**src/rle_ascii_count_encoder_defines.svh**
```systemverilog
// Assertion macros shared by the front and queue modules of the run-length encoder.
`ifndef RLE_ASCII_COUNT_ENCODER_DEFINES_SVH
`define RLE_ASCII_COUNT_ENCODER_DEFINES_SVH
`ifndef SYNTHESIS
`define RLE_ASSERT_IMP(lbl, a, b) \
    lbl: assert property (@(posedge clk) disable iff (!rst_n) (a) |-> (b)) \
        else $error("rle: implication check failed");
`define RLE_ASSERT_NXT(lbl, a, b) \
    lbl: assert property (@(posedge clk) disable iff (!rst_n) (a) |=> (b)) \
        else $error("rle: next-cycle check failed");
`define RLE_ASSERT_NEVER(lbl, a) \
    lbl: assert property (@(posedge clk) disable iff (!rst_n) !(a)) \
        else $error("rle: forbidden condition seen");
`else
`define RLE_ASSERT_IMP(lbl, a, b)
`define RLE_ASSERT_NXT(lbl, a, b)
`define RLE_ASSERT_NEVER(lbl, a)
`endif
`endif

```
**src/rle_pkg.sv**
```systemverilog
// Types, constants and the digit split function of the run-length encoder.
package rle_pkg;

    localparam logic [7:0] MAX_RUN_RESET = 8'd255;
    localparam logic [3:0] ASCII_DIGIT_HI = 4'h3;

    // One closed run waiting to be written out.
    typedef struct packed {
        logic [7:0] len;
        logic [7:0] run_byte;
        logic       last;
    } run_rec_t;

    // Up to two run records per accepted input.
    typedef struct packed {
        logic     wr0;
        logic     wr1;
        run_rec_t rec0;
        run_rec_t rec1;
    } push_req_t;

    // Decimal digits, most significant first, no leading zeros.
    typedef struct packed {
        logic [1:0] count;
        logic [3:0] d0;
        logic [3:0] d1;
        logic [3:0] d2;
    } digits_t;

    function automatic digits_t to_digits(input logic [7:0] v);
        logic [19:0] sh;
        digits_t     r;
        sh = {12'd0, v};
        for (int i = 0; i < 8; i++) begin
            if (sh[11:8] >= 4'd5) sh[11:8] = sh[11:8] + 4'd3;
            if (sh[15:12] >= 4'd5) sh[15:12] = sh[15:12] + 4'd3;
            if (sh[19:16] >= 4'd5) sh[19:16] = sh[19:16] + 4'd3;
            sh = {sh[18:0], 1'b0};
        end
        if (sh[19:16] != 4'd0) begin
            r.count = 2'd3;
            r.d0    = sh[19:16];
            r.d1    = sh[15:12];
            r.d2    = sh[11:8];
        end
        else if (sh[15:12] != 4'd0) begin
            r.count = 2'd2;
            r.d0    = sh[15:12];
            r.d1    = sh[11:8];
            r.d2    = 4'd0;
        end
        else begin
            r.count = 2'd1;
            r.d0    = sh[11:8];
            r.d1    = 4'd0;
            r.d2    = 4'd0;
        end
        return r;
    endfunction

endpackage

```
**src/rle_front.sv**
```systemverilog
// Front end: run tracking, limit register and run record generation.
`include "rle_ascii_count_encoder_defines.svh"
module rle_front (
    input  logic              clk,
    input  logic              rst_n,
    input  logic              push,
    output logic              full,
    input  logic [7:0]        data_byte,
    input  logic              end_of_block,
    input  logic              cfg_wr_en,
    input  logic [7:0]        cfg_wr_data,
    input  logic              queue_full,
    output rle_pkg::push_req_t req
);
    import rle_pkg::*;

    logic [7:0] max_run_reg;
    logic [7:0] run_byte_reg, run_byte_next;
    logic [7:0] run_len_reg, run_len_next;
    logic       accept;
    logic       close_run;
    logic [7:0] new_byte;
    logic [7:0] new_len;

    assign full   = queue_full;
    assign accept = push && !queue_full;

    always_comb
    begin
        close_run = 1'b0;
        new_byte  = data_byte;
        new_len   = 8'd1;
        if (run_len_reg == 8'd0) begin
            new_len = 8'd1;
        end
        else if (data_byte == run_byte_reg && run_len_reg < max_run_reg) begin
            new_byte = run_byte_reg;
            new_len  = run_len_reg + 8'd1;
        end
        else begin
            close_run = 1'b1;
        end
    end

    // Closed run goes first, the block-end run second.
    always_comb
    begin
        req.rec0.len      = close_run ? run_len_reg : new_len;
        req.rec0.run_byte = close_run ? run_byte_reg : new_byte;
        req.rec0.last     = !close_run;
        req.rec1.len      = new_len;
        req.rec1.run_byte = new_byte;
        req.rec1.last     = 1'b1;
        req.wr0           = accept && (close_run || end_of_block);
        req.wr1           = accept && close_run && end_of_block;
    end

    always_comb
    begin
        run_byte_next = run_byte_reg;
        run_len_next  = run_len_reg;
        if (accept) begin
            run_byte_next = new_byte;
            run_len_next  = end_of_block ? 8'd0 : new_len;
        end
    end

    always_ff @(posedge clk or negedge rst_n)
    begin
        if (!rst_n) begin
            max_run_reg  <= MAX_RUN_RESET;
            run_byte_reg <= 8'd0;
            run_len_reg  <= 8'd0;
        end
        else begin
            if (cfg_wr_en) begin
                max_run_reg <= cfg_wr_data;
            end
            run_byte_reg <= run_byte_next;
            run_len_reg  <= run_len_next;
        end
    end

    `RLE_ASSERT_NXT(a_eob_closes, accept && end_of_block, run_len_reg == 8'd0)
    `RLE_ASSERT_IMP(a_two_recs, req.wr1, req.wr0 && !req.rec0.last && req.rec1.last)
    `RLE_ASSERT_IMP(a_no_push_when_full, queue_full, !req.wr0 && !req.wr1)

endmodule

```
**src/rle_fifo.sv**
```systemverilog
// Run record queue between front and back, up to two writes per cycle.
`include "rle_ascii_count_encoder_defines.svh"
module rle_fifo #(
    parameter int DEPTH = 4
) (
    input  logic              clk,
    input  logic              rst_n,
    input  rle_pkg::push_req_t req,
    output logic              queue_full,
    output logic              queue_empty,
    input  logic              rd_en,
    output rle_pkg::run_rec_t rd_data
);
    import rle_pkg::*;

    localparam int PW = $clog2(DEPTH);
    localparam int CW = $clog2(DEPTH + 1);

    run_rec_t      mem_reg [DEPTH];
    logic [PW-1:0] wr_ptr_reg, wr_ptr_next;
    logic [PW-1:0] rd_ptr_reg, rd_ptr_next;
    logic [CW-1:0] count_reg, count_next;
    logic [PW-1:0] wr_ptr_plus1;

    assign wr_ptr_plus1 = wr_ptr_reg + PW'(1);
    // Leave room for two records so one accept never overflows.
    assign queue_full   = count_reg > CW'(DEPTH - 2);
    assign queue_empty  = count_reg == CW'(0);
    assign rd_data      = mem_reg[rd_ptr_reg];

    always_comb
    begin
        wr_ptr_next = wr_ptr_reg + PW'(req.wr0) + PW'(req.wr1);
        rd_ptr_next = rd_ptr_reg + PW'(rd_en);
        count_next  = count_reg + CW'(req.wr0) + CW'(req.wr1) - CW'(rd_en);
    end

    always_ff @(posedge clk)
    begin
        if (req.wr0) begin
            mem_reg[wr_ptr_reg] <= req.rec0;
        end
        if (req.wr1) begin
            mem_reg[wr_ptr_plus1] <= req.rec1;
        end
    end

    always_ff @(posedge clk or negedge rst_n)
    begin
        if (!rst_n) begin
            wr_ptr_reg <= '0;
            rd_ptr_reg <= '0;
            count_reg  <= '0;
        end
        else begin
            wr_ptr_reg <= wr_ptr_next;
            rd_ptr_reg <= rd_ptr_next;
            count_reg  <= count_next;
        end
    end

    `RLE_ASSERT_NEVER(a_count_range, count_reg > CW'(DEPTH))
    `RLE_ASSERT_NEVER(a_read_empty, rd_en && queue_empty)
    `RLE_ASSERT_IMP(a_ptr_gap, count_reg == CW'(0), wr_ptr_reg == rd_ptr_reg)

endmodule

```
**src/rle_back.sv**
```systemverilog
// Back end: expands run records into ASCII count digits and the run byte.
module rle_back (
    input  logic              clk,
    input  logic              rst_n,
    input  logic              queue_empty,
    output logic              rd_en,
    input  rle_pkg::run_rec_t rd_data,
    output logic              empty,
    input  logic              pop,
    output logic [7:0]        out_byte,
    output logic              out_last
);
    import rle_pkg::*;

    logic       rec_valid_reg, rec_valid_next;
    logic [1:0] pos_reg, pos_next;
    logic [1:0] ndig_reg, ndig_next;
    logic [3:0] d0_reg, d1_reg, d2_reg;
    logic [3:0] d0_next, d1_next, d2_next;
    logic [7:0] byte_reg, byte_next;
    logic       last_reg, last_next;
    logic       out_valid_reg, out_valid_next;
    logic [7:0] out_byte_reg, out_byte_next;
    logic       out_last_reg, out_last_next;

    digits_t    dig;
    logic       out_load;
    logic       emit;
    logic       rec_done;
    logic [3:0] cur_digit;
    logic [7:0] cur_byte;
    logic       cur_last;

    assign dig      = to_digits(rd_data.len);
    assign out_load = !out_valid_reg || pop;
    assign emit     = out_load && rec_valid_reg;
    assign rec_done = emit && (pos_reg == ndig_reg);
    assign rd_en    = (!rec_valid_reg || rec_done) && !queue_empty;

    assign empty    = !out_valid_reg;
    assign out_byte = out_byte_reg;
    assign out_last = out_last_reg;

    always_comb
    begin
        unique case (pos_reg)
            2'd0:    cur_digit = d0_reg;
            2'd1:    cur_digit = d1_reg;
            default: cur_digit = d2_reg;
        endcase
        if (pos_reg == ndig_reg) begin
            cur_byte = byte_reg;
            cur_last = last_reg;
        end
        else begin
            cur_byte = {ASCII_DIGIT_HI, cur_digit};
            cur_last = 1'b0;
        end
    end

    // Load the next record when none is held or as the current one hands over its run byte.
    always_comb
    begin
        rec_valid_next = rec_valid_reg;
        pos_next       = pos_reg;
        ndig_next      = ndig_reg;
        d0_next        = d0_reg;
        d1_next        = d1_reg;
        d2_next        = d2_reg;
        byte_next      = byte_reg;
        last_next      = last_reg;
        if (rd_en) begin
            rec_valid_next = 1'b1;
            pos_next       = 2'd0;
            ndig_next      = dig.count;
            d0_next        = dig.d0;
            d1_next        = dig.d1;
            d2_next        = dig.d2;
            byte_next      = rd_data.run_byte;
            last_next      = rd_data.last;
        end
        else if (rec_done) begin
            rec_valid_next = 1'b0;
        end
        else if (emit) begin
            pos_next = pos_reg + 2'd1;
        end
    end

    always_comb
    begin
        out_valid_next = out_valid_reg;
        out_byte_next  = out_byte_reg;
        out_last_next  = out_last_reg;
        if (out_load) begin
            out_valid_next = emit;
            out_byte_next  = cur_byte;
            out_last_next  = cur_last;
        end
    end

    always_ff @(posedge clk)
    begin
        ndig_reg     <= ndig_next;
        d0_reg       <= d0_next;
        d1_reg       <= d1_next;
        d2_reg       <= d2_next;
        byte_reg     <= byte_next;
        last_reg     <= last_next;
        out_byte_reg <= out_byte_next;
        out_last_reg <= out_last_next;
    end

    always_ff @(posedge clk or negedge rst_n)
    begin
        if (!rst_n) begin
            rec_valid_reg <= 1'b0;
            pos_reg       <= 2'd0;
            out_valid_reg <= 1'b0;
        end
        else begin
            rec_valid_reg <= rec_valid_next;
            pos_reg       <= pos_next;
            out_valid_reg <= out_valid_next;
        end
    end

endmodule

```
**src/rle_ascii_count_encoder.sv**
```systemverilog
// Top level of the run-length encoder with ASCII decimal counts.
//
//  channel   ports                              transfer when
//  input     push, full, data_byte, end_of_block   push && !full
//  result    empty, pop, out_byte, out_last        pop && !empty
//  config    cfg_wr_en, cfg_wr_data                cfg_wr_en
//
// The front takes one byte per cycle while the run queue has room for two
// records; the back writes one output byte per cycle while the output is popped
// (1 to 3 digits plus the run byte per run), so the output side sets the sustained rate.
// A closed run passes the run queue, record registers and output register.
// Reset is asynchronous and needs no clearing pass; either side may stall
// independently, the queue and the output register absorb the difference.
module rle_ascii_count_encoder #(
    parameter int QUEUE_DEPTH = 4
) (
    input  logic       clk,
    input  logic       rst_n,
    input  logic       push,
    output logic       full,
    input  logic [7:0] data_byte,
    input  logic       end_of_block,
    output logic       empty,
    input  logic       pop,
    output logic [7:0] out_byte,
    output logic       out_last,
    input  logic       cfg_wr_en,
    input  logic [7:0] cfg_wr_data
);
    import rle_pkg::*;

    push_req_t req;
    run_rec_t  rd_data;
    logic      queue_full;
    logic      queue_empty;
    logic      rd_en;

    rle_front u_front (
        .clk          (clk),
        .rst_n        (rst_n),
        .push         (push),
        .full         (full),
        .data_byte    (data_byte),
        .end_of_block (end_of_block),
        .cfg_wr_en    (cfg_wr_en),
        .cfg_wr_data  (cfg_wr_data),
        .queue_full   (queue_full),
        .req          (req)
    );

    rle_fifo #(
        .DEPTH (QUEUE_DEPTH)
    ) u_fifo (
        .clk         (clk),
        .rst_n       (rst_n),
        .req         (req),
        .queue_full  (queue_full),
        .queue_empty (queue_empty),
        .rd_en       (rd_en),
        .rd_data     (rd_data)
    );

    rle_back u_back (
        .clk         (clk),
        .rst_n       (rst_n),
        .queue_empty (queue_empty),
        .rd_en       (rd_en),
        .rd_data     (rd_data),
        .empty       (empty),
        .pop         (pop),
        .out_byte    (out_byte),
        .out_last    (out_last)
    );

endmodule

```
**config.mk**
```make
export PLATFORM = sky130hd
export DESIGN_NAME = rle_ascii_count_encoder
export DESIGN_NICKNAME = d
export VERILOG_FILES = /design/src/rle_pkg.sv /design/src/rle_front.sv /design/src/rle_fifo.sv /design/src/rle_back.sv /design/src/rle_ascii_count_encoder.sv
export VERILOG_INCLUDE_DIRS = /design/src /design/src/src
export SDC_FILE = /design/constraint.sdc
export NUM_CORES = 1
export LEC_CHECK = 0
export ABC_AREA = 1
export BUFFER_PORTS_ARGS = -buffer_cell sky130_fd_sc_hd__buf_2
export CAP_MARGIN = 10
export CORE_AREA = 4 4 100 196
export CTS_BUF_LIST = sky130_fd_sc_hd__clkbuf_4
export CTS_CLUSTER_DIAMETER = 100
export DETAILED_ROUTE_END_ITERATION = 8
export DIE_AREA = 0 0 104 200
export MAX_ROUTING_LAYER = met4
export SLEW_MARGIN = 40
export SYNTH_ARGS = -nofsm -noshare
export SYNTH_HDL_FRONTEND = slang
export SYNTH_SLANG_ARGS = --single-unit
```
**constraint.sdc**
```tcl
create_clock -name clk -period 5.7 [get_ports clk]
set_input_delay 1.14 -clock clk [delete_from_list [all_inputs] [get_ports clk]]
set_output_delay 1.14 -clock clk [all_outputs]
set_load 0.02 [all_outputs]
```
Yosys cells after proc, flatten, opt, wreduce, memory -nomap -nowiden
Memory sizes are Yosys's and may differ from the RTL's.
Cells that the tools add are included.
{"block": "totals", "memories": 1, "in_bits": 22, "mem_bits_rw": 68, "out_inout_bits": 11, "regBits": 67, "elab_cells": 102}
{"memory": "u_fifo.mem_reg", "depth": 4, "word_bits": 17, "read_ports": 1, "rd_clocked_by_memory_dff": 0, "write_ports": 2, "line_no": "rle_fifo.sv:19", "source": "run_rec_t mem_reg [DEPTH];"}
{"block": "classes", "n_eq_ne": 4, "n_lt_le_gt_ge": 9, "n_reduce_logical": 24, "mux": 29, "n_addsub": 16}
{"op": "$mux 8", "count": 7}
{"op": "$mux 4", "count": 8}
{"op": "$add 4x2->4 const B", "count": 5}
{"op": "$ge 4x3->1 const B", "count": 5}
{"op": "$mux 14", "count": 1}
{"op": "$mux 10", "count": 1}
{"op": "$add 3x2->4 const B", "count": 2}
{"op": "$add 8x1->8 const B", "count": 1}
{"op": "$eq 8x8->1", "count": 1}
{"op": "$logic_and 1x1->1", "count": 8}
{"op": "$logic_not 8->1", "count": 1}
{"op": "$lt 8x8->1", "count": 1}
{"op": "$mux 1", "count": 8}
{"op": "$pmux 4 s2", "count": 1}
{"op": "$add 2x1->2", "count": 3}
{"op": "$add 3x1->3", "count": 2}
{"op": "$ge 3x3->1 const B", "count": 2}
{"op": "$mux 2", "count": 3}
{"op": "$reduce_bool 2->1", "count": 3}
{"op": "$logic_not 1->1", "count": 5}
{"op": "$add 2x1->2 const B", "count": 2}
{"op": "$reduce_bool 4->1", "count": 1}
{"op": "$gt 3x2->1 const B", "count": 1}
{"op": "$logic_not 3->1", "count": 1}
{"op": "7 further kinds", "count": 9}

Logic depth before layout (Yosys ltp)
Gate-level depths: netlist of the first run.
An unclocked memory read counts as a cell.
{"block": "depth", "ltp_word": 14, "depth_mapped": 46, "mapped_depth_nobuf": 45}

By module
A second synthesis of the first run with hierarchy kept.
{"block": "hier_totals", "cells_unflattened": 1102, "area_unflattened_um2": 8524.4}
{"mod": "rle_fifo", "seq_area_each_um2": 2217.1, "instances": 1, "area_per_inst_um2": 4347.9, "cells_each": 532}
{"mod": "rle_back", "seq_area_each_um2": 1061.0, "instances": 1, "area_per_inst_um2": 2353.5, "cells_each": 288}
{"mod": "rle_front", "seq_area_each_um2": 610.6, "instances": 1, "area_per_inst_um2": 1823.0, "cells_each": 282}

Worst setup path before layout of the first run
OpenSTA, ideal clock, no wires.
{"block": "synth_path", "kind": "reg2reg", "from": "register u_fifo.rd_ptr_reg[0]", "to": "register u_back.d1_reg[0] (data pin)", "path_stages_with_launch": 42, "slack_ns": 1.228, "required_ns": 5.447, "synth_period_minus_slack_ns": 4.472, "n_path_buf": 1, "arrival_ns": 4.219, "setup_time_ns": 0.253, "cell_sequence": "dfrtp_1 > buf_6 > inv_4 > nand2_1 > nand3_1 > nand2_2 > ha_1 > inv_1 > nand2_4 > nand3_1 > nand2_2 > ha_1 > nand2_1 > nand3_2 > nand2_2 > nand2_1 > nand2_1 > ha_1 > (+6 left out) > ha_1 > nor2_1 > inv_1 > nand3_2 > inv_1 > nand3_1 > nand2_2 > ha_1 > nand3_1 > nand2_1 > inv_1 > nand3_2 > nand2_1 > nand2_2 > nor2_4 > nand2_2 > nand3_1 > nand2_1"}
{"item": "start, declared", "line_no": "rle_fifo.sv:21", "source": "logic [PW-1:0] rd_ptr_reg, rd_ptr_next;"}
{"item": "start signal, assigned", "line_no": "rle_fifo.sv:57", "source": "rd_ptr_reg <= rd_ptr_next;"}
{"item": "end signal, assigned", "line_no": "rle_back.sv:106", "source": "d1_reg <= d1_next;"}
{"item": "end, declared", "line_no": "rle_back.sv:18", "source": "logic [3:0] d0_reg, d1_reg, d2_reg;"}

==> flow_metrics.env, run 1 <==
export IMPL_outcome="finished clean"
export IMPL_largest_reg_flops=68
export IMPL_slew_viol_final=0
export IMPL_h_tree_depth=4
export IMPL_syn_instance_count=771
export IMPL_drtIter0Drc=222
export IMPL_synth_xor_area_share_pct=1.95
export IMPL_timing_rr_end="u_back.d1_reg[0]"
export IMPL_fin_tns_setup_ns=0
export IMPL_vias=5361
export IMPL_postCtsResizedCells=0
export IMPL_synth_compound_area_share_pct=12.1
export IMPL_synth_area_um2=7130
export IMPL_grtUsageTotal_pct=16.4
export IMPL_worstPathMaxFanout=12
export IMPL_die_w_um=104
export IMPL_fin_ws_ns=0.616
export IMPL_start_util_pct=39.1
export IMPL_synth_mux_area_share_pct=0.158
export IMPL_drive_gt1_share_pct=14.9
export IMPL_clk_path_buf_depth=2
export IMPL_synthFlopType="edfxtp_1"
export IMPL_grt_pass1_wl_mm=26.5
export IMPL_endpoint="u_back.d1_reg[0]"
export IMPL_period_needed_ns=5.08
export IMPL_cp_end_kind="flip-flop"
export IMPL_final_seq_area_um2=3850
export IMPL_hp_class="flip-flop to flip-flop"
export IMPL_path_class="flip-flop to flip-flop"
export IMPL_grt_pass1_vias=5415
export IMPL_setup_viol=0
export IMPL_r2r_cells=43
export IMPL_root_buffer="clkbuf_4"
export IMPL_cap_violations=0
export IMPL_coreArea_um2=18200
export IMPL_finalCritPeriodShare_pct=89.2
export IMPL_hpwlAfterDp_mm=12.0
export IMPL_viasPerCell=5.18
export IMPL_final_area_um2=7820
export IMPL_synthAdderAreaFrac_pct=4.88
export IMPL_die_h_um=200
export IMPL_ys_seq_area_share_pct=54.0
export IMPL_nets=854
export IMPL_critPathMaxStageDelay_ns=0.59
export IMPL_place_ws_ns=0.485
export IMPL_synth_simple_gate_area_share_pct=19.9
export IMPL_cts_buffers=17
export IMPL_synth_ff_latch_count=135
export IMPL_row_count=70
export IMPL_async_flop_share_pct=25.9
export IMPL_fmax_mhz=197
export IMPL_wire_per_inst_um=15.2
export IMPL_synth_top_family_by_area="simple AND/OR/NAND/NOR gates"
export IMPL_dieArea_um2=20800
export IMPL_post_cts_setup_buffers=0
export IMPL_avgSynthCellArea_um2=9.25
export IMPL_cts_hold_buf=0
export IMPL_area_growth_syn_to_layout_pct=9.70
export IMPL_yosysUniqueCellTypes=43
export IMPL_crit_top_cell="nand2_1"
export IMPL_multiInputGateArea_um2=2800
export IMPL_syn_num_nets=819
export IMPL_yosysWarnings=0
export IMPL_worst_pin_slew_ns=0.784
export IMPL_crit_required_ns=6.00
export IMPL_numPortBuffers=32
export IMPL_rsz0062_at_grt="false"
export IMPL_fin_skew_ns=0.0301
export IMPL_cts_sinks=135
export IMPL_dr_pass1_iters=4
export IMPL_cts_tree="done"
export IMPL_ant_nets=0
export IMPL_relSlewSlack_pct=47.6
export IMPL_grt_max_degree=36
export IMPL_r2r_start="u_fifo.rd_ptr_reg[0]"
export IMPL_antenna_found_initial=1
export IMPL_postRouteWirelength_mm=15.8
export IMPL_fillers=1802
export IMPL_hold_slack_ns=0.475
export IMPL_worst_path_max_delay_cell="dfrtp_1"
export IMPL_io_pins=33
export IMPL_clk_latency_ns=0.54
export IMPL_overflow=0
export IMPL_ff2ff_setup_slack_ns=0.62
export IMPL_arrival_ns=5.39
export IMPL_critPathLaunch="u_fifo.rd_ptr_reg[0]"
export IMPL_clk_pin_slew_ns=0.12
export IMPL_worstSetupStartpointType="flip-flop"
export IMPL_drc=0
export IMPL_finalHoldViolCount=0
export IMPL_place_congestion=0.835
export IMPL_synth_edf_count=96
export IMPL_dpl_cell_area_um2=7510
[cell type report]
type                    count  share of cell area, %
flip-flops and latches    135                   49.2
multi-input cells         510                   35.7
inverters                 102                   4.93
well taps                 216                   3.45
repair buffers             40                   2.90
clock inverters            13                   2.00
clock buffers              18                   1.73
diodes                      1                 0.0320
[synthesized netlist by cell type (3+ instances only)]
library cell / number / share of area, %
clkbuf_1: 19 / 1.0
nand2_2: 17 / 1.5
a32oi_1: 3 / 0.37
dfxtp_1: 4 / 1.1
nand3_2: 8 / 1.1
inv_2: 6 / 0.32
xor2_1: 4 / 0.49
o211ai_1: 3 / 0.32
o21ai_0: 54 / 3.8
dfrtp_1: 27 / 9.5
o21ai_1: 4 / 0.28
nand3_1: 44 / 3.1
dfstp_2: 8 / 2.9
o21ai_2: 3 / 0.37
nor2_1: 86 / 4.5
nor3_1: 5 / 0.35
o22ai_1: 50 / 4.4
fa_1: 3 / 0.84
ha_1: 23 / 4.0
inv_1: 93 / 4.9
nand2_4: 3 / 0.47
buf_4: 3 / 0.32
a41oi_1: 4 / 0.49
xnor2_1: 10 / 1.2
edfxtp_1: 96 / 40
nand2_1: 141 / 7.4
a21oi_1: 25 / 1.8
nand4_1: 4 / 0.35
[cell usage in the layout (no fill, tap or decap), drive strengths merged, types with 4 or more instances in the layout]
| master | synthesis | layout |
|---|---|---|
| a41oi | 4 | 4 |
| buf | 5 | 40 |
| o21ai | 61 | 61 |
| a21oi | 25 | 25 |
| ha | 23 | 23 |
| o22ai | 50 | 50 |
| dfrtp | 27 | 27 |
| xnor2 | 10 | 10 |
| edfxtp | 96 | 96 |
| clkbuf | 19 | 18 |
| nand4 | 4 | 4 |
| or2 | 4 | 4 |
| nand3 | 52 | 52 |
| clkinv | 2 | 10 |
| dfxtp | 4 | 4 |
| dfstp | 8 | 8 |
| nand2 | 161 | 161 |
| xor2 | 5 | 5 |
| inv | 100 | 101 |
| nor2 | 87 | 87 |
| nor3 | 5 | 5 |
[worst min-delay path by stage]
stage,from,endpoint,slack (ns),cells after the start
6_report,u_fifo.mem_reg[1][0],u_fifo.mem_reg[1][0],0.47,2
5_1_grt,u_fifo.mem_reg[2][0],u_fifo.mem_reg[2][0],0.50,2
4_1_cts,u_fifo.mem_reg[1][0],u_fifo.mem_reg[1][0],0.48,2
3_5_place_dp,u_fifo.mem_reg[1][0],u_fifo.mem_reg[1][0],0.45,2
3_3_place_gp,u_fifo.mem_reg[1][0],u_fifo.mem_reg[1][0],0.45,2
2_1_floorplan,u_fifo.mem_reg[1][0],u_fifo.mem_reg[1][0],0.42,2
[worst max-delay path, delay by kind of cell (launching register included)]
| family | cells | cell delay (ns) |
|---|---|---|
| AND/OR/NAND/NOR | 30 | 2.85 |
| adder cells (fa/ha/maj) | 5 | 0.92 |
| flip-flops | 1 | 0.59 |
| buffers and inverters | 8 | 0.50 |
[metrics by stage]
step | utilization [%] | instances
2_1_floorplan | - | 771
3_3_place_gp | 41.2 | 1003
3_5_place_dp | 41.2 | 1003
4_1_cts | 42.8 | 1034
5_1_grt | 42.9 | 1035
6_report | 42.9 | 1035
[routing by layer]
metal  share of wire (%)  GRT usage, %
met3                 2.3          2.57
met5                   0             -
met4                 2.0          6.07
met2                  59          32.9
met1                  36          15.5
[cell families (layout without fill, tap and decap cells)]
| logic type | after synthesis | count (layout) |
|---|---|---|
| multiplexers | 1 | 1 |
| XOR/XNOR | 15 | 15 |
| buffers and inverters | 126 | 173 |
| other | 0 | 1 |
| flip-flops | 135 | 135 |
| adder cells (fa/ha/maj) | 26 | 26 |
| AND/OR/NAND/NOR | 319 | 319 |
| AO/OA/AOI/OAI | 149 | 149 |
Power of run 1 is not shown: default switching activity piles up to over one toggle a cycle in this logic, so the estimate is an artifact.
==> run 2: changes to the inputs <==
Settings changed: PLACE_DENSITY from default to 0.51.
==> run 2 against run 1 <==
Wire length grew 4.0%; hold slack lost 0.00058 ns; sequential share of layout area shrank 0.10 points; global-route usage grew 0.40 points; via count shrank 0.82%; final cell count grew 0.19%; sequential cell count is the same; first-iteration DRC count grew 38%.
==> flow_metrics.env, run 2 (synthesized netlist as in run 1, its figures left out) <==
export IMPL_setup_viol=0
export IMPL_mostFrequentLayoutCell="nand2_1"
export IMPL_cts_tree="done"
export IMPL_final_area_um2=7840
export IMPL_period_needed_ns=5.12
export IMPL_ant_nets=0
export IMPL_fin_skew_ns=0.0255
export IMPL_worstPathMaxFanout=12
export IMPL_wire_per_inst_um=15.8
export IMPL_io_pins=33
export IMPL_cp_end_kind="flip-flop"
export IMPL_post_cts_setup_buffers=0
export IMPL_crit_cells=39
export IMPL_row_count=70
export IMPL_ff2ff_setup_slack_ns=0.58
export IMPL_grt_pass1_vias=5373
export IMPL_antenna_found_initial=1
export IMPL_overflow=0
export IMPL_crit_top_cell="nand2_1"
export IMPL_coreArea_um2=18200
export IMPL_cts_sinks=135
export IMPL_clk_pin_slew_ns=0.14
export IMPL_relSlewSlack_pct=57.2
export IMPL_grt_pass1_wl_mm=26.6
export IMPL_die_h_um=200
export IMPL_r2r_cells=39
export IMPL_arrival_ns=5.45
export IMPL_outcome="finished clean"
export IMPL_drive_gt1_share_pct=15.5
export IMPL_place_ws_ns=0.541
export IMPL_nets=855
export IMPL_rsz0062_at_grt="false"
export IMPL_h_tree_depth=4
export IMPL_path_class="flip-flop to flip-flop"
export IMPL_hp_class="flip-flop to flip-flop"
export IMPL_dpl_cell_area_um2=7520
export IMPL_start_util_pct=39.1
export IMPL_finalCritPeriodShare_pct=89.9
export IMPL_critPathBufInv=7
export IMPL_crit_required_ns=6.03
export IMPL_die_w_um=104
export IMPL_area_growth_syn_to_layout_pct=9.90
export IMPL_drc=0
export IMPL_postCtsResizedCells=0
export IMPL_fmax_mhz=195
export IMPL_largest_reg_flops=68
export IMPL_slew_viol_final=0
export IMPL_drtIter0Drc=306
export IMPL_fin_tns_setup_ns=0
export IMPL_cts_hold_buf=0
export IMPL_worst_path_max_delay_cell="dfrtp_1"
export IMPL_grt_max_degree=36
export IMPL_final_cell_mix="nand2_1, edfxtp_1, inv_1, nor2_1, o21ai_0"
export IMPL_viasPerCell=5.13
export IMPL_fin_ws_ns=0.578
export IMPL_endpoint="u_back.d1_reg[2]"
export IMPL_critPathLaunch="u_fifo.rd_ptr_reg[0]"
export IMPL_worstSetupStartpointType="flip-flop"
export IMPL_cap_violations=0
export IMPL_cts_buffers=17
export IMPL_postRouteWirelength_mm=16.4
export IMPL_worst_pin_slew_ns=0.639
export IMPL_grtUsageTotal_pct=16.8
export IMPL_critPathMaxStageDelay_ns=0.59
export IMPL_r2r_start="u_fifo.rd_ptr_reg[0]"
export IMPL_dr_pass1_iters=7
export IMPL_finalHoldViolCount=0
export IMPL_clk_path_buf_depth=2
export IMPL_numPortBuffers=32
export IMPL_hold_slack_ns=0.474
export IMPL_vias=5317
export IMPL_hpwlAfterDp_mm=12.2
export IMPL_timing_rr_end="u_back.d1_reg[2]"
export IMPL_clk_latency_ns=0.57
export IMPL_dieArea_um2=20800
export IMPL_place_congestion=0.861
export IMPL_root_buffer="clkbuf_4"
export IMPL_critPathTopFamily="simple AND/OR/NAND/NOR gates"
[run 2: cell count changes in the layout (fill, tap and decap cells not counted), sizes merged]
cell and change:
inv +8, clkinv -6, buf +1, bufinv -1, clkbuf -1, clkinvlp +1
[run 2: worst min-delay path by stage]
stage / cells past startpoint / endpoint / startpoint / slack [ns]
2_1_floorplan: 2 / u_fifo.mem_reg[1][0] / u_fifo.mem_reg[1][0] / 0.42
3_3_place_gp: 2 / u_fifo.mem_reg[1][0] / u_fifo.mem_reg[1][0] / 0.44
3_5_place_dp: 2 / u_fifo.mem_reg[1][0] / u_fifo.mem_reg[1][0] / 0.44
4_1_cts: 2 / u_fifo.mem_reg[1][0] / u_fifo.mem_reg[1][0] / 0.48
5_1_grt: 2 / u_fifo.mem_reg[3][0] / u_fifo.mem_reg[3][0] / 0.51
6_report: 2 / u_fifo.mem_reg[1][0] / u_fifo.mem_reg[1][0] / 0.47
[run 2: per-layer routing]
layer | vias up | wire length (um) | track usage (%)
li1 | 2694 | - | -
met1 | 2487 | 6130 | 15.8
met2 | 104 | 9260 | 32.6
met3 | 32 | 526 | 3.15
met4 | 0 | 472 | 7.69
met5 | - | 0 | -
[run 2: final cells by class]
cell class / count / area (um2)
Antenna cell: 1 / 2.50
Clock buffer: 17 / 128
Inverter: 102 / 385
Multi-Input combinational cell: 510 / 2790
Timing Repair Buffer: 41 / 230
Tap cell: 216 / 270
Sequential cell: 135 / 3850
Clock inverter: 15 / 184
Fill cell: 1821 / 10400
[run 2: tightest hold or removal path, cell delays in order (launching register included)]
cell	delay [ns]
dfxtp_1	0.35
nand2_1	0.05
nand3_1	0.05
[run 2: per-stage QoR]
stage / std cells / utilization [%]
2_1_floorplan: 771 / -
3_3_place_gp: 1004 / 41.2
3_5_place_dp: 1004 / 41.3
4_1_cts: 1036 / 43.0
5_1_grt: 1037 / 43.0
6_report: 1037 / 43.0
Power of run 2 is left out for the same reason.
==> run 3: changes to the inputs <==
Settings changed: ABC_AREA 1 to default, CORE_AREA 4 4 100 196 to 4 4 142 144, DIE_AREA 0 0 104 200 to 0 0 146 148.
==> run 3 against run 2 <==
Hold slack better by 0.016 ns; area after synthesis increased by 5.1%; final area increased by 9.0%; sequential share of layout area decreased by 4.0 points; global-route usage is 0.62 points higher; die area increased by 3.9%; maximum frequency shrank 6.8%; count of clock-buffer cells in the layout up 2; register-to-register slack got worse by 0.37 ns; critical path depth shrank 14; non-clock buffer count is 14 higher; critical path type unchanged.
==> flow_metrics.env, run 3 <==
export IMPL_outcome="finished clean"
export IMPL_pwr_share_clk_pct=12.1
export IMPL_vias=5539
export IMPL_place_congestion=0.873
export IMPL_io_pins=33
export IMPL_fin_skew_ns=0.0187
export IMPL_final_area_um2=8540
export IMPL_min_from="u_fifo.mem_reg[2][0]"
export IMPL_relSlewSlack_pct=41.0
export IMPL_comb_power_share_pct=60.7
export IMPL_nets=781
export IMPL_syn_num_nets=730
export IMPL_worst_pin_slew_ns=0.880
export IMPL_synth_top_cell_area_share_pct=38.5
export IMPL_cap_violations=0
export IMPL_arrival_ns=5.78
export IMPL_ant_nets=0
export IMPL_cts_sinks=135
export IMPL_drive_gt1_share_pct=20.1
export IMPL_hp_class="flip-flop to flip-flop"
export IMPL_hold_path_cell_count=2
export IMPL_ir_worst_vdd_mv=0.293
export IMPL_cp_end_kind="flip-flop"
export IMPL_h_tree_depth=4
export IMPL_viasPerCell=5.65
export IMPL_yosysUniqueCellTypes=69
export IMPL_r2r_cells=25
export IMPL_clk_path_buf_depth=2
export IMPL_start_util_pct=40.1
export IMPL_cts_buffers=17
export IMPL_final_cell_mix="edfxtp_1, nand2_1, nor2_1, a22o_1, inv_1"
export IMPL_hpwlAfterDp_mm=12.9
export IMPL_setup_viol=0
export IMPL_dr_pass1_iters=5
export IMPL_wire_per_inst_um=18.7
export IMPL_slew_viol_final=0
export IMPL_yosysWarnings=0
export IMPL_largest_reg_flops=68
export IMPL_dieArea_um2=21600
export IMPL_synth_edf_count=96
export IMPL_postRouteWirelength_mm=18.3
export IMPL_clk_pin_slew_ns=0.11
export IMPL_period_needed_ns=5.50
export IMPL_mostFrequentLayoutCell="edfxtp_1"
export IMPL_drc=0
export IMPL_post_route_util_pct=45.7
export IMPL_syn_instance_count=682
export IMPL_overflow=0
export IMPL_grt_pass1_vias=5517
export IMPL_async_flop_share_pct=25.9
export IMPL_area_growth_syn_to_layout_pct=13.9
export IMPL_grt_max_degree=36
export IMPL_clk_latency_ns=0.52
export IMPL_synth_area_um2=7500
export IMPL_dpl_cell_area_um2=8020
export IMPL_netSwitchingFraction_pct=42.9
export IMPL_worstPathMaxFanout=5
export IMPL_avgSynthCellArea_um2=11.0
export IMPL_power_switching_mw=2.51
export IMPL_timing_rr_end="u_back.d1_reg[2]"
export IMPL_die_w_um=146
export IMPL_synth_area_leaders="edfxtp_1, dfrtp_1, mux4_2, nand2_1, a22o_1"
export IMPL_root_buffer="clkbuf_4"
export IMPL_leakage_nw=3.29
export IMPL_finalCritPeriodShare_pct=96.4
export IMPL_ys_seq_area_share_pct=51.3
export IMPL_r2r_start="u_fifo.rd_ptr_reg[0]"
export IMPL_synth_largest_area_cell="edfxtp_1"
export IMPL_synthFlopType="edfxtp_1"
export IMPL_yosysMostFrequentCell="edfxtp_1"
export IMPL_finalHoldViolCount=0
export IMPL_die_h_um=148
export IMPL_grtUsageTotal_pct=17.4
export IMPL_seq_power_share_pct=27.3
export IMPL_min_to="u_fifo.mem_reg[2][0]"
export IMPL_row_count=50
export IMPL_powerDensity_nw_per_um2=685
export IMPL_coreArea_um2=18700
export IMPL_fmax_mhz=182
export IMPL_intPower_mw=3.34
export IMPL_crit_required_ns=5.98
export IMPL_drtIter0Drc=456
export IMPL_synth_common_cells="edfxtp_1, nand2_1, nor2_1"
export IMPL_cts_tree="done"
export IMPL_grt_pass1_wl_mm=28.9
export IMPL_numPortBuffers=32
export IMPL_ff2ff_setup_slack_ns=0.20
export IMPL_path_class="flip-flop to flip-flop"
export IMPL_synth_ff_latch_count=135
export IMPL_antenna_found_initial=1
export IMPL_worstSetupStartpointType="flip-flop"
run 3: logic make-up after synthesis:
| kind of cell | share of synthesized area [%] |
|---|---|
| xor gates and xnor gates | 2.57 |
| DFF | 51.3 |
| and+or+nand+nor | 15.2 |
| buffers and inverters | 3.14 |
| AOI/OAI and AO/OA | 16.3 |
| adders and majority gates | 4.64 |
| muxes | 6.78 |
run 3: critical path, stage by stage, from the launching register on:
cell and delay, ns:
dfrtp_2 0.42, mux4_2 0.53, inv_2 0.09, ha_4 0.14
nor2b_1 0.07, a22oi_2 0.20, nand2_1 0.12, xnor2_2 0.16
ha_1 0.20, nand2b_4 0.17, a22oi_4 0.23, xnor2_4 0.14
ha_4 0.19, nand2b_1 0.17, nand2_2 0.11, o32a_1 0.21
a21oi_2 0.09, or2_4 0.27, ha_1 0.23, nand2b_4 0.16
a41o_1 0.22, ha_4 0.25, or4b_4 0.50, a21oi_4 0.19
o21ai_1 0.08, o21a_1 0.12
run 3: routing by layer:
layer | track usage (%) | vias up | part of all wire, %
li1 | - | 2638 | -
met1 | 21.9 | 2726 | 46
met2 | 28.9 | 151 | 49
met3 | 3.16 | 24 | 3.5
met4 | 5.36 | 0 | 1.6
met5 | - | - | 0
run 3: how the worst max path moves through the flow:
stage / slack, ns / cells after the start / startpoint / end
floorplan: 0.002 / 27 / u_fifo.rd_ptr_reg[0] / u_back.d1_reg[2]
CTS: 0.01 / 26 / u_fifo.rd_ptr_reg[0] / u_back.d1_reg[0]
global route: -0.05 / 25 / u_fifo.rd_ptr_reg[0] / u_back.d1_reg[2]
finish: 0.20 / 25 / u_fifo.rd_ptr_reg[0] / u_back.d1_reg[2]
detailed placement: -0.19 / 25 / u_fifo.rd_ptr_reg[0] / u_back.d0_reg[2]
global placement: 0.06 / 24 / u_fifo.rd_ptr_reg[0] / u_back.d0_reg[2]
run 3: per-stage QoR:
step,cells,TNS [ns],worst slack [ns],power (mW),hold slack (ns)
detailed placement,936,-0.543,-0.194,4.76,0.463
finish,981,0,0.203,5.85,0.490
global route,981,-0.197,-0.0499,6.29,0.522
CTS,973,0,0.0137,5.58,0.490
global placement,936,0,0.0568,4.64,0.456
floorplan,682,0,0.00150,4.06,0.437
run 3: area by class of cell:
cell class,count,area [um2]
fillers,1728,10200
clock buffers,19,143
multi-input cells,487,3600
well taps,234,293
clock inverters,13,179
flip-flops and latches,135,3850
inverters,37,139
repair buffers,55,335
diodes,1,2.50
run 3: power groups by stage:
| stage | Sequential (mW) | Clock (mW) | Combinational (mW) |
|---|---|---|---|
| after floorplan | 1.59 | 0 | 2.47 |
| after global placement | 1.61 | 0 | 3.03 |
| after detailed placement | 1.62 | 0 | 3.14 |
| after CTS | 1.60 | 0.724 | 3.26 |
| after global routing | 1.62 | 0.770 | 3.89 |
| final | 1.60 | 0.705 | 3.55 |
run 3: what timing repair did:
item                                    4_1_cts  5_1_grt
pin swaps                                     4       10
hold buffers                                  0        0
endpoints found under the hold margin         0        0
endpoints found under the setup margin        8       13
setup buffers                                 5        7
resized for setup                             4       13
Note: power is estimated with default switching activity, not from simulation.
